$ cat src/rvid_pkg.sv
// ----------------------------------------------------------------------------
// rvid_pkg
// Types and constants shared by the instruction decoder modules.
// ----------------------------------------------------------------------------
package rvid_pkg;

  localparam int unsigned InstrW = 32;
  localparam int unsigned MnemW  = 6;
  localparam int unsigned RegW   = 5;
  localparam int unsigned ImmW   = 21;

  // Major opcodes, instruction bits 6..0
  localparam logic [6:0] OPC_R      = 7'd51;
  localparam logic [6:0] OPC_IALU   = 7'd19;
  localparam logic [6:0] OPC_LOAD   = 7'd3;
  localparam logic [6:0] OPC_JALR   = 7'd103;
  localparam logic [6:0] OPC_SYS    = 7'd115;
  localparam logic [6:0] OPC_STORE  = 7'd35;
  localparam logic [6:0] OPC_BRANCH = 7'd99;
  localparam logic [6:0] OPC_JAL    = 7'd111;
  localparam logic [6:0] OPC_AUIPC  = 7'd23;
  localparam logic [6:0] OPC_LUI    = 7'd55;

  localparam logic [6:0] F7_BASE = 7'd0;
  localparam logic [6:0] F7_ALT  = 7'd32;
  localparam logic [5:0] SRAI_HI = 6'd16;

  // Mnemonic numbers
  localparam logic [MnemW-1:0] MN_ADD    = 6'd0;
  localparam logic [MnemW-1:0] MN_XOR    = 6'd1;
  localparam logic [MnemW-1:0] MN_OR     = 6'd2;
  localparam logic [MnemW-1:0] MN_AND    = 6'd3;
  localparam logic [MnemW-1:0] MN_SLL    = 6'd4;
  localparam logic [MnemW-1:0] MN_SRL    = 6'd5;
  localparam logic [MnemW-1:0] MN_SLT    = 6'd6;
  localparam logic [MnemW-1:0] MN_SLTU   = 6'd7;
  localparam logic [MnemW-1:0] MN_SUB    = 6'd8;
  localparam logic [MnemW-1:0] MN_SRA    = 6'd9;
  localparam logic [MnemW-1:0] MN_ADDI   = 6'd10;
  localparam logic [MnemW-1:0] MN_XORI   = 6'd11;
  localparam logic [MnemW-1:0] MN_ORI    = 6'd12;
  localparam logic [MnemW-1:0] MN_ANDI   = 6'd13;
  localparam logic [MnemW-1:0] MN_SLTIU  = 6'd14;
  localparam logic [MnemW-1:0] MN_SLLI   = 6'd15;
  localparam logic [MnemW-1:0] MN_SRLI   = 6'd16;
  localparam logic [MnemW-1:0] MN_SRAI   = 6'd17;
  localparam logic [MnemW-1:0] MN_SLTI   = 6'd18;
  localparam logic [MnemW-1:0] MN_LB     = 6'd19;
  localparam logic [MnemW-1:0] MN_JALR   = 6'd26;
  localparam logic [MnemW-1:0] MN_ECALL  = 6'd27;
  localparam logic [MnemW-1:0] MN_EBREAK = 6'd28;
  localparam logic [MnemW-1:0] MN_SB     = 6'd29;
  localparam logic [MnemW-1:0] MN_BEQ    = 6'd33;
  localparam logic [MnemW-1:0] MN_BNE    = 6'd34;
  localparam logic [MnemW-1:0] MN_BLT    = 6'd35;
  localparam logic [MnemW-1:0] MN_BGE    = 6'd36;
  localparam logic [MnemW-1:0] MN_BLTU   = 6'd37;
  localparam logic [MnemW-1:0] MN_BGEU   = 6'd38;
  localparam logic [MnemW-1:0] MN_JAL    = 6'd39;
  localparam logic [MnemW-1:0] MN_AUIPC  = 6'd40;
  localparam logic [MnemW-1:0] MN_LUI    = 6'd41;
  localparam logic [MnemW-1:0] MN_LAST   = MN_LUI;

  typedef enum logic [2:0] {
    FMT_R = 3'd0,
    FMT_I = 3'd1,
    FMT_S = 3'd2,
    FMT_B = 3'd3,
    FMT_J = 3'd4,
    FMT_U = 3'd5
  } format_e;

  typedef struct packed {
    logic                   valid_res;
    logic signed [ImmW-1:0] immediate;
    logic [RegW-1:0]        src2_reg;
    logic [RegW-1:0]        src1_reg;
    logic [RegW-1:0]        dest_reg;
    format_e                format_kind;
    logic [MnemW-1:0]       mnemonic;
  } dec_res_t;

endpackage

$ cat src/rvid_decode.sv
// ----------------------------------------------------------------------------
// rvid_decode
// Field extraction, immediate assembly and legality check of one word.
// ----------------------------------------------------------------------------
module rvid_decode (
  input  logic [rvid_pkg::InstrW-1:0] instr_i,
  output rvid_pkg::dec_res_t          res_o
);

  logic [6:0]                      opc;
  logic [2:0]                      f3;
  logic [6:0]                      f7;
  logic [5:0]                      hi6;
  logic [11:0]                     imm12;
  logic signed [rvid_pkg::ImmW-1:0] imm_i_sx;
  logic                            legal;
  rvid_pkg::dec_res_t              raw;

  assign opc      = instr_i[6:0];
  assign f3       = instr_i[14:12];
  assign f7       = instr_i[31:25];
  assign hi6      = instr_i[31:26];
  assign imm12    = instr_i[31:20];
  assign imm_i_sx = {{(rvid_pkg::ImmW-12){imm12[11]}}, imm12};

  always_comb begin
    raw           = '0;
    raw.valid_res = 1'b1;
    legal         = 1'b1;
    case (opc)
      rvid_pkg::OPC_R: begin
        raw.format_kind = rvid_pkg::FMT_R;
        raw.dest_reg    = instr_i[11:7];
        raw.src1_reg    = instr_i[19:15];
        raw.src2_reg    = instr_i[24:20];
        if (f7 == rvid_pkg::F7_BASE) begin
          case (f3)
            3'd0:    raw.mnemonic = rvid_pkg::MN_ADD;
            3'd1:    raw.mnemonic = rvid_pkg::MN_SLL;
            3'd2:    raw.mnemonic = rvid_pkg::MN_SLT;
            3'd3:    raw.mnemonic = rvid_pkg::MN_SLTU;
            3'd4:    raw.mnemonic = rvid_pkg::MN_XOR;
            3'd5:    raw.mnemonic = rvid_pkg::MN_SRL;
            3'd6:    raw.mnemonic = rvid_pkg::MN_OR;
            default: raw.mnemonic = rvid_pkg::MN_AND;
          endcase
        end else if (f7 == rvid_pkg::F7_ALT && f3 == 3'd0) begin
          raw.mnemonic = rvid_pkg::MN_SUB;
        end else if (f7 == rvid_pkg::F7_ALT && f3 == 3'd5) begin
          raw.mnemonic = rvid_pkg::MN_SRA;
        end else begin
          legal = 1'b0;
        end
      end
      rvid_pkg::OPC_IALU: begin
        raw.format_kind = rvid_pkg::FMT_I;
        raw.dest_reg    = instr_i[11:7];
        raw.src1_reg    = instr_i[19:15];
        raw.immediate   = imm_i_sx;
        case (f3)
          3'd0: raw.mnemonic = rvid_pkg::MN_ADDI;
          3'd2: raw.mnemonic = rvid_pkg::MN_SLTI;
          3'd3: begin
            raw.mnemonic  = rvid_pkg::MN_SLTIU;
            raw.immediate = {{(rvid_pkg::ImmW-12){1'b0}}, imm12};
          end
          3'd4: raw.mnemonic = rvid_pkg::MN_XORI;
          3'd6: raw.mnemonic = rvid_pkg::MN_ORI;
          3'd7: raw.mnemonic = rvid_pkg::MN_ANDI;
          3'd1: begin
            raw.immediate = {{(rvid_pkg::ImmW-6){1'b0}}, instr_i[25:20]};
            raw.mnemonic  = rvid_pkg::MN_SLLI;
            legal         = (hi6 == 6'd0);
          end
          default: begin
            // shift right: logical or arithmetic by the upper six bits
            raw.immediate = {{(rvid_pkg::ImmW-6){1'b0}}, instr_i[25:20]};
            if (hi6 == 6'd0) begin
              raw.mnemonic = rvid_pkg::MN_SRLI;
            end else if (hi6 == rvid_pkg::SRAI_HI) begin
              raw.mnemonic = rvid_pkg::MN_SRAI;
            end else begin
              legal = 1'b0;
            end
          end
        endcase
      end
      rvid_pkg::OPC_LOAD: begin
        raw.format_kind = rvid_pkg::FMT_I;
        raw.dest_reg    = instr_i[11:7];
        raw.src1_reg    = instr_i[19:15];
        raw.immediate   = imm_i_sx;
        raw.mnemonic    = rvid_pkg::MN_LB + {3'd0, f3};
        legal           = (f3 != 3'd7);
      end
      rvid_pkg::OPC_JALR: begin
        raw.format_kind = rvid_pkg::FMT_I;
        raw.dest_reg    = instr_i[11:7];
        raw.src1_reg    = instr_i[19:15];
        raw.immediate   = imm_i_sx;
        raw.mnemonic    = rvid_pkg::MN_JALR;
        legal           = (f3 == 3'd0);
      end
      rvid_pkg::OPC_SYS: begin
        raw.format_kind = rvid_pkg::FMT_I;
        raw.immediate   = imm_i_sx;
        if (f3 == 3'd0 && imm12 == 12'd0) begin
          raw.mnemonic = rvid_pkg::MN_ECALL;
        end else if (f3 == 3'd0 && imm12 == 12'd1) begin
          raw.mnemonic = rvid_pkg::MN_EBREAK;
        end else begin
          legal = 1'b0;
        end
      end
      rvid_pkg::OPC_STORE: begin
        raw.format_kind = rvid_pkg::FMT_S;
        raw.src1_reg    = instr_i[19:15];
        raw.src2_reg    = instr_i[24:20];
        raw.immediate   = {{(rvid_pkg::ImmW-12){instr_i[31]}}, instr_i[31:25], instr_i[11:7]};
        raw.mnemonic    = rvid_pkg::MN_SB + {4'd0, f3[1:0]};
        legal           = !f3[2];
      end
      rvid_pkg::OPC_BRANCH: begin
        raw.format_kind = rvid_pkg::FMT_B;
        raw.src1_reg    = instr_i[19:15];
        raw.src2_reg    = instr_i[24:20];
        raw.immediate   = {{(rvid_pkg::ImmW-13){instr_i[31]}}, instr_i[31], instr_i[7],
                           instr_i[30:25], instr_i[11:8], 1'b0};
        case (f3)
          3'd0:    raw.mnemonic = rvid_pkg::MN_BEQ;
          3'd1:    raw.mnemonic = rvid_pkg::MN_BNE;
          3'd4:    raw.mnemonic = rvid_pkg::MN_BLT;
          3'd5:    raw.mnemonic = rvid_pkg::MN_BGE;
          3'd6:    raw.mnemonic = rvid_pkg::MN_BLTU;
          3'd7:    raw.mnemonic = rvid_pkg::MN_BGEU;
          default: legal = 1'b0;
        endcase
      end
      rvid_pkg::OPC_JAL: begin
        raw.format_kind = rvid_pkg::FMT_J;
        raw.dest_reg    = instr_i[11:7];
        raw.immediate   = {instr_i[31], instr_i[19:12], instr_i[20], instr_i[30:21], 1'b0};
        raw.mnemonic    = rvid_pkg::MN_JAL;
      end
      rvid_pkg::OPC_AUIPC, rvid_pkg::OPC_LUI: begin
        raw.format_kind = rvid_pkg::FMT_U;
        raw.dest_reg    = instr_i[11:7];
        raw.immediate   = {1'b0, instr_i[31:12]};
        raw.mnemonic    = (opc == rvid_pkg::OPC_AUIPC) ? rvid_pkg::MN_AUIPC
                                                       : rvid_pkg::MN_LUI;
      end
      default: legal = 1'b0;
    endcase
  end

  // Zero every field of an unrecognized encoding
  assign res_o = legal ? raw : '0;

endmodule

$ cat src/riscv_instruction_decoder.sv
// ----------------------------------------------------------------------------
// riscv_instruction_decoder
// Decodes one 32-bit instruction word per request into operation number,
// format, register fields, immediate and a recognized flag.
//
//   Channel   Dir  Payload (low bit up)
//   s_axis    in   tdata[31:0] instr_word
//   m_axis    out  tdata: mnemonic, format_kind, dest_reg, src1_reg,
//                  src2_reg, immediate (45 bits, zero padded to 48);
//                  tuser: valid_res
//
// One request per cycle sustained while the output is not stalled: an input
// register, then the decode logic, then the result register. Each stage
// advances when the stage after it is empty or draining, so a stalled output
// holds the result register, and the input register too once it is full.
// Reset empties both stages.
// ----------------------------------------------------------------------------
module riscv_instruction_decoder (
  input  logic        clk_i,
  input  logic        rst_ni,
  input  logic        s_axis_tvalid_i,
  output logic        s_axis_tready_o,
  input  logic [31:0] s_axis_tdata_i,   // [31:0] instr_word
  output logic        m_axis_tvalid_o,
  input  logic        m_axis_tready_i,
  // [5:0] mnemonic, [8:6] format_kind, [13:9] dest_reg, [18:14] src1_reg,
  // [23:19] src2_reg, [44:24] immediate, [47:45] zero
  output logic [47:0] m_axis_tdata_o,
  output logic [0:0]  m_axis_tuser_o    // [0] valid_res
);

  logic                          in_vld_q;
  logic [rvid_pkg::InstrW-1:0]   instr_q;
  logic                          out_vld_q;
  rvid_pkg::dec_res_t            res_d, res_q;
  logic                          out_adv;
  logic                          in_adv;

  assign out_adv = !out_vld_q || m_axis_tready_i;
  assign in_adv  = !in_vld_q || out_adv;

  assign s_axis_tready_o = in_adv;

  rvid_decode u_decode (
    .instr_i (instr_q),
    .res_o   (res_d)
  );

  always_ff @(posedge clk_i or negedge rst_ni) begin
    if (!rst_ni) begin
      in_vld_q  <= 1'b0;
      out_vld_q <= 1'b0;
    end else begin
      if (in_adv) begin
        in_vld_q <= s_axis_tvalid_i;
      end
      if (out_adv) begin
        out_vld_q <= in_vld_q;
      end
    end
  end

  always_ff @(posedge clk_i) begin
    if (in_adv && s_axis_tvalid_i) begin
      instr_q <= s_axis_tdata_i;
    end
    if (out_adv && in_vld_q) begin
      res_q <= res_d;
    end
  end

  assign m_axis_tvalid_o = out_vld_q;
  assign m_axis_tdata_o  = {3'b000, res_q.immediate, res_q.src2_reg, res_q.src1_reg,
                            res_q.dest_reg, res_q.format_kind, res_q.mnemonic};
  assign m_axis_tuser_o  = res_q.valid_res;

endmodule

$ cat config.mk
export PLATFORM = sky130hd
export DESIGN_NAME = riscv_instruction_decoder
export DESIGN_NICKNAME = d
export VERILOG_FILES = /design/src/rvid_pkg.sv /design/src/rvid_decode.sv /design/src/riscv_instruction_decoder.sv
export SDC_FILE = /design/constraint.sdc
export NUM_CORES = 1
export LEC_CHECK = 0
export BUFFER_PORTS_ARGS = -buffer_cell sky130_fd_sc_hd__buf_2
export CAP_MARGIN = 0
export CORE_AREA = 2 2 89 91
export CTS_CLUSTER_SIZE = 8
export DETAILED_ROUTE_END_ITERATION = 8
export DIE_AREA = 0 0 91 93
export GPL_TIMING_DRIVEN = 1
export PLACE_DENSITY = 0.81
export SYNTH_ARGS = -nofsm -noshare
export SYNTH_HDL_FRONTEND = slang
export SYNTH_SLANG_ARGS = --single-unit
$ cat constraint.sdc
create_clock -name clk_i -period 4.1 [get_ports clk_i]
set_clock_uncertainty 0.1 [all_clocks]
set_input_delay 1.025 -clock clk_i [delete_from_list [all_inputs] [get_ports clk_i]]
set_output_delay 1.025 -clock clk_i [all_outputs]
set_load 0.005 [all_outputs]
==> metrics.md <==
| Metric | Value |
|---|---|
| Outcome | `finished, final reports clean` |
| Vias per inst | `5.93` |
| Worst Path Buf+Inv | `1` |
| Worst setup SP type | `flop` |
| Slew HR | `0.340` |
| Hold Buf Count CTS | `0` |
| Worst Path Max Fanout | `18` |
| CP endpoint | `m_axis_tdata_o[1]` |
| Post-DP HPWL | `6630 um` |
| Clock Sinks | `80` |
| Largest net degree at the start of global routing | `between 40 and 50` |
| Max-cap violation count | `0` |
| Critical Path RT | `4.19 ns` |
| Clk buf depth | `2` |
| Synth Area in Compound Gates | `0.149` |
| WP depth | `7` |
| Most used DFF post-synth | `edfxtp_1` |
| Port Buf Inserts | `83` |
| Router iterations before antenna repair | `6` |
| Share of cells above drive strength 1 | `0.284` |
| PD cells | `about 360 mW/mm^2` |
| Gr ovfl total | `0` |
| Syn Area/Cell | `11.9 um^2` |
| CTS tree | `yes` |
| Sequential cell area | `0.00239 mm^2` |
| Vias in the first global route | `2873` |
| Cell count after synthesis | `338` |
| Flops & latches, synth | `80` |
| R2R cell count | `7` |
| Max Freq | `316 MHz` |
| CTS resizes | `0` |
| Tmin final | `3.16 ns` |
| Skew-Pair Late Insertion Delay | `~0.35 ns` |
| Critical-path cell list | `inv_1 > ha_1 > nand4bb_1 > or4_1 > nor3_1 > a21oi_1 > a31oi_1` |
| Crit path capture type | `flop` |
| CP top delay family | `simple AND/OR/NAND/NOR gates` |
| RePlAce Congestion | `1.01` |
| Die ar. | `0.00846 mm^2` |
| Syn Std Cell Area | `about 0.004 mm^2` |
| Net switching power | `0.000433 W` |
| Clock slew at reported path FFs | `0.09 ns` |
| Initial antenna violation count | `0` |
| # rows | `32` |
| Mux share of post-synthesis cell area | `0.00499` |
| Post-synthesis cell type count | `61` |
| Max stage delay on crit path | `0.65 ns` |
| Sw Ratio | `0.258` |
| # H-tree levels | `3` |
| Core area | `between 0.007 and 0.008 mm^2` |
| Final setup TNS | `0 ns` |
| Drc violations | `0` |
| Critical path class | `flop to flop` |
| Global-route wire length before repair | `14500 um` |
| DRT antenna net count | `0` |
| Setup slack, reg-to-reg | `around 0.94 ns` |
| Sequential share of power | `0.594` |
| Count of flip-flops with a built-in enable after synthesis | `78` |
| Routed WL | `~9000 um` |
| Combinational share of power | `0.099` |
| Nets@finish | `456` |
| Worst VDD drop | `0.215 mV` |
| Slew Limit Fails | `0` |
| Power, Total | `0.00168 W` |
| Initial Utilization | `0.533` |
| CP Data Arrival Time | `3.25 ns` |
| Antenna diodes | `0` |
| Setup Buffers After CTS | `0` |
| CTS buffer count | `9` |
| Critical path origin | `instr_q[14]` |
| DR vias | `slightly above 3000` |
| Reg2reg start | `instr_q[14]` |
| Final Setup Violations | `0` |
| FILL cells | `646` |
| Adder-cell share of the synthesized area | `0.0187` |
| Area delta synth->final | `15.8%` |
| Die W | `91 um` |
| Total area of multi-input combinational cells | `0.00145 mm^2` |
| Slew @ Worst Pin | `a little under 1 ns` |
| Io pins | `87` |
| CP max stage cell | `edfxtp_1` |
| 1st-iter DRT viols | `532` |
| Final hold vios | `0` |
| RSZ-0062 raised after global routing | `false` |
| Post-Synth XOR/XNOR Area | `0.00218` |
| Synth Warn # | `0` |
| R2R Path End | `m_axis_tdata_o[1]` |
| Worst Hold Class | `input pin to asynchronous set/reset pin` |
| Routed WL per cell | `17.8 um` |
| Clock power frac | `0.308` |
| Largest family of logic cells by synthesized area | `simple AND/OR/NAND/NOR gates` |
| Synth async-reset ratio | `0.0250` |
| Global Route Usage Sum | `0.223` |
| Final cycle utilization of the critical path | `0.772` |
| Chip height | `slightly above 90 um` |
| Pint | `0.00125 W` |
| Register area share after synthesis | `0.597` |
| Simple-gate area share of the yosys netlist | `0.183` |
| Lkg Pwr | `between 1.5 and 2 nW` |
| Root buf cell | `clkbuf_8` |
## Yosys cell counts, types with 2 or more instances
master / number / area share
buf_4: 3 / 0.0056
a211oi_1: 3 / 0.0056
nor4_1: 5 / 0.0078
and2b_1: 3 / 0.0056
mux2i_1: 2 / 0.0050
and2_1: 11 / 0.017
buf_6: 4 / 0.011
edfxtp_1: 78 / 0.58
ha_1: 6 / 0.019
o22ai_1: 2 / 0.0031
o311a_1: 2 / 0.0050
nand4b_1: 2 / 0.0044
a21oi_2: 3 / 0.0066
dfrtp_1: 2 / 0.012
a31oi_1: 6 / 0.0094
or4_1: 2 / 0.0037
nand2b_1: 5 / 0.0078
a22oi_1: 14 / 0.026
a222oi_1: 4 / 0.010
nor2_1: 32 / 0.030
nand3b_1: 2 / 0.0037
o211ai_1: 2 / 0.0037
o21a_1: 2 / 0.0037
a21oi_1: 17 / 0.021
nor3_1: 11 / 0.014
nand2_1: 21 / 0.020
nor2b_1: 6 / 0.0094
inv_1: 10 / 0.0094
nand3_1: 8 / 0.010
and4_4: 2 / 0.0056
o31ai_1: 2 / 0.0037
nor3b_1: 4 / 0.0075
or3_1: 8 / 0.012
clkbuf_1: 13 / 0.012
a211o_1: 2 / 0.0044
buf_2: 4 / 0.0050
o21ai_0: 11 / 0.014
## per-layer routing
| metal | global-route usage | part of all wire |
|---|---|---|
| met4 | 0.0947 | 0.029 |
| met3 | 0.0395 | 0.087 |
| met2 | 0.357 | 0.47 |
| met1 | 0.302 | 0.41 |
| met5 | 0 | 0 |
## flip-flops by register name, summed over array words and instances, names as in the netlist
register,flops
m_axis_tdata_o,45
instr_q,32
in_vld_q,1
m_axis_tuser_o,1
m_axis_tvalid_o,1
## cell families after synthesis
family / after synthesis
other cells: 1
xor+xnor: 1
buf+inv: 35
simple gates: 131
fa+ha+maj: 6
flops: 80
mux: 2
compound gates: 82
## power groups by stage
stage               Clock (W)  Sequential [W]  Combinational [W]
global route         0.000555         0.00100           0.000182
floorplan                   0        0.000998           0.000106
CTS                  0.000529        0.000997           0.000165
global placement            0         0.00101           0.000163
detailed placement          0         0.00102           0.000164
finish               0.000517        0.000997           0.000166
## layout make-up
cell class | count | share of cell area
inverters | 10 | 0.00809
flip-flops and latches | 80 | 0.515
clock buffers | 9 | 0.0267
multi-input cells | 225 | 0.313
repair buffers | 88 | 0.0976
clock inverters | 7 | 0.0116
well taps | 102 | 0.0275
## per-stage QoR
stage | instance area (um^2) | cells | util | hold WS [ns] | setup WS, ns
after global routing | 4640 | 521 | 0.617 | 0.335 | 0.761
after CTS | 4640 | 521 | 0.617 | 0.333 | 1.01
after floorplan | 4020 | 340 | - | 0.349 | 1.31
after global placement | 4460 | 505 | 0.593 | 0.361 | 1.10
final | 4640 | 521 | 0.617 | 0.342 | 0.935
after detailed placement | 4460 | 505 | 0.593 | 0.383 | 1.04
## placed cells by master (no fill, tap or decap), types with 3 or more instances in the layout
cell type and instances:
buf_2 83, edfxtp_1 78, nor2_1 32, nand2_1 21
a21oi_1 17, a22oi_1 14, o21ai_0 11, inv_1 10
nor3_1 10, and2_1 10, clkbuf_8 9, or3_1 8
nand3_1 8, nor2b_1 6, a31oi_1 6, ha_1 6
nand2b_1 5, nor4_1 5, buf_4 5, nor3b_1 4
a222oi_1 4, a211oi_1 3, a21oi_2 3, and2b_1 3
conb_1 3
## worst min-delay path by stage
stage,start,cells after the start,end,slack [ns]
global placement,in_vld_q,1,m_axis_tvalid_o,0.36
detailed placement,in_vld_q,1,m_axis_tvalid_o,0.38
global route,rst_ni,1,m_axis_tvalid_o,0.34
finish,rst_ni,1,m_axis_tvalid_o,0.34
CTS,rst_ni,1,m_axis_tvalid_o,0.33
floorplan,in_vld_q,1,m_axis_tvalid_o,0.35
## worst reg2reg max path, stage by stage (launching register included)
cell and delay (ns):
edfxtp_1 0.65, inv_1 0.28, ha_1 0.42, nand4bb_1 0.15
or4_1 0.54, nor3_1 0.47, a21oi_1 0.19, a31oi_1 0.22
Note: power is estimated with default switching activity, not from simulation.
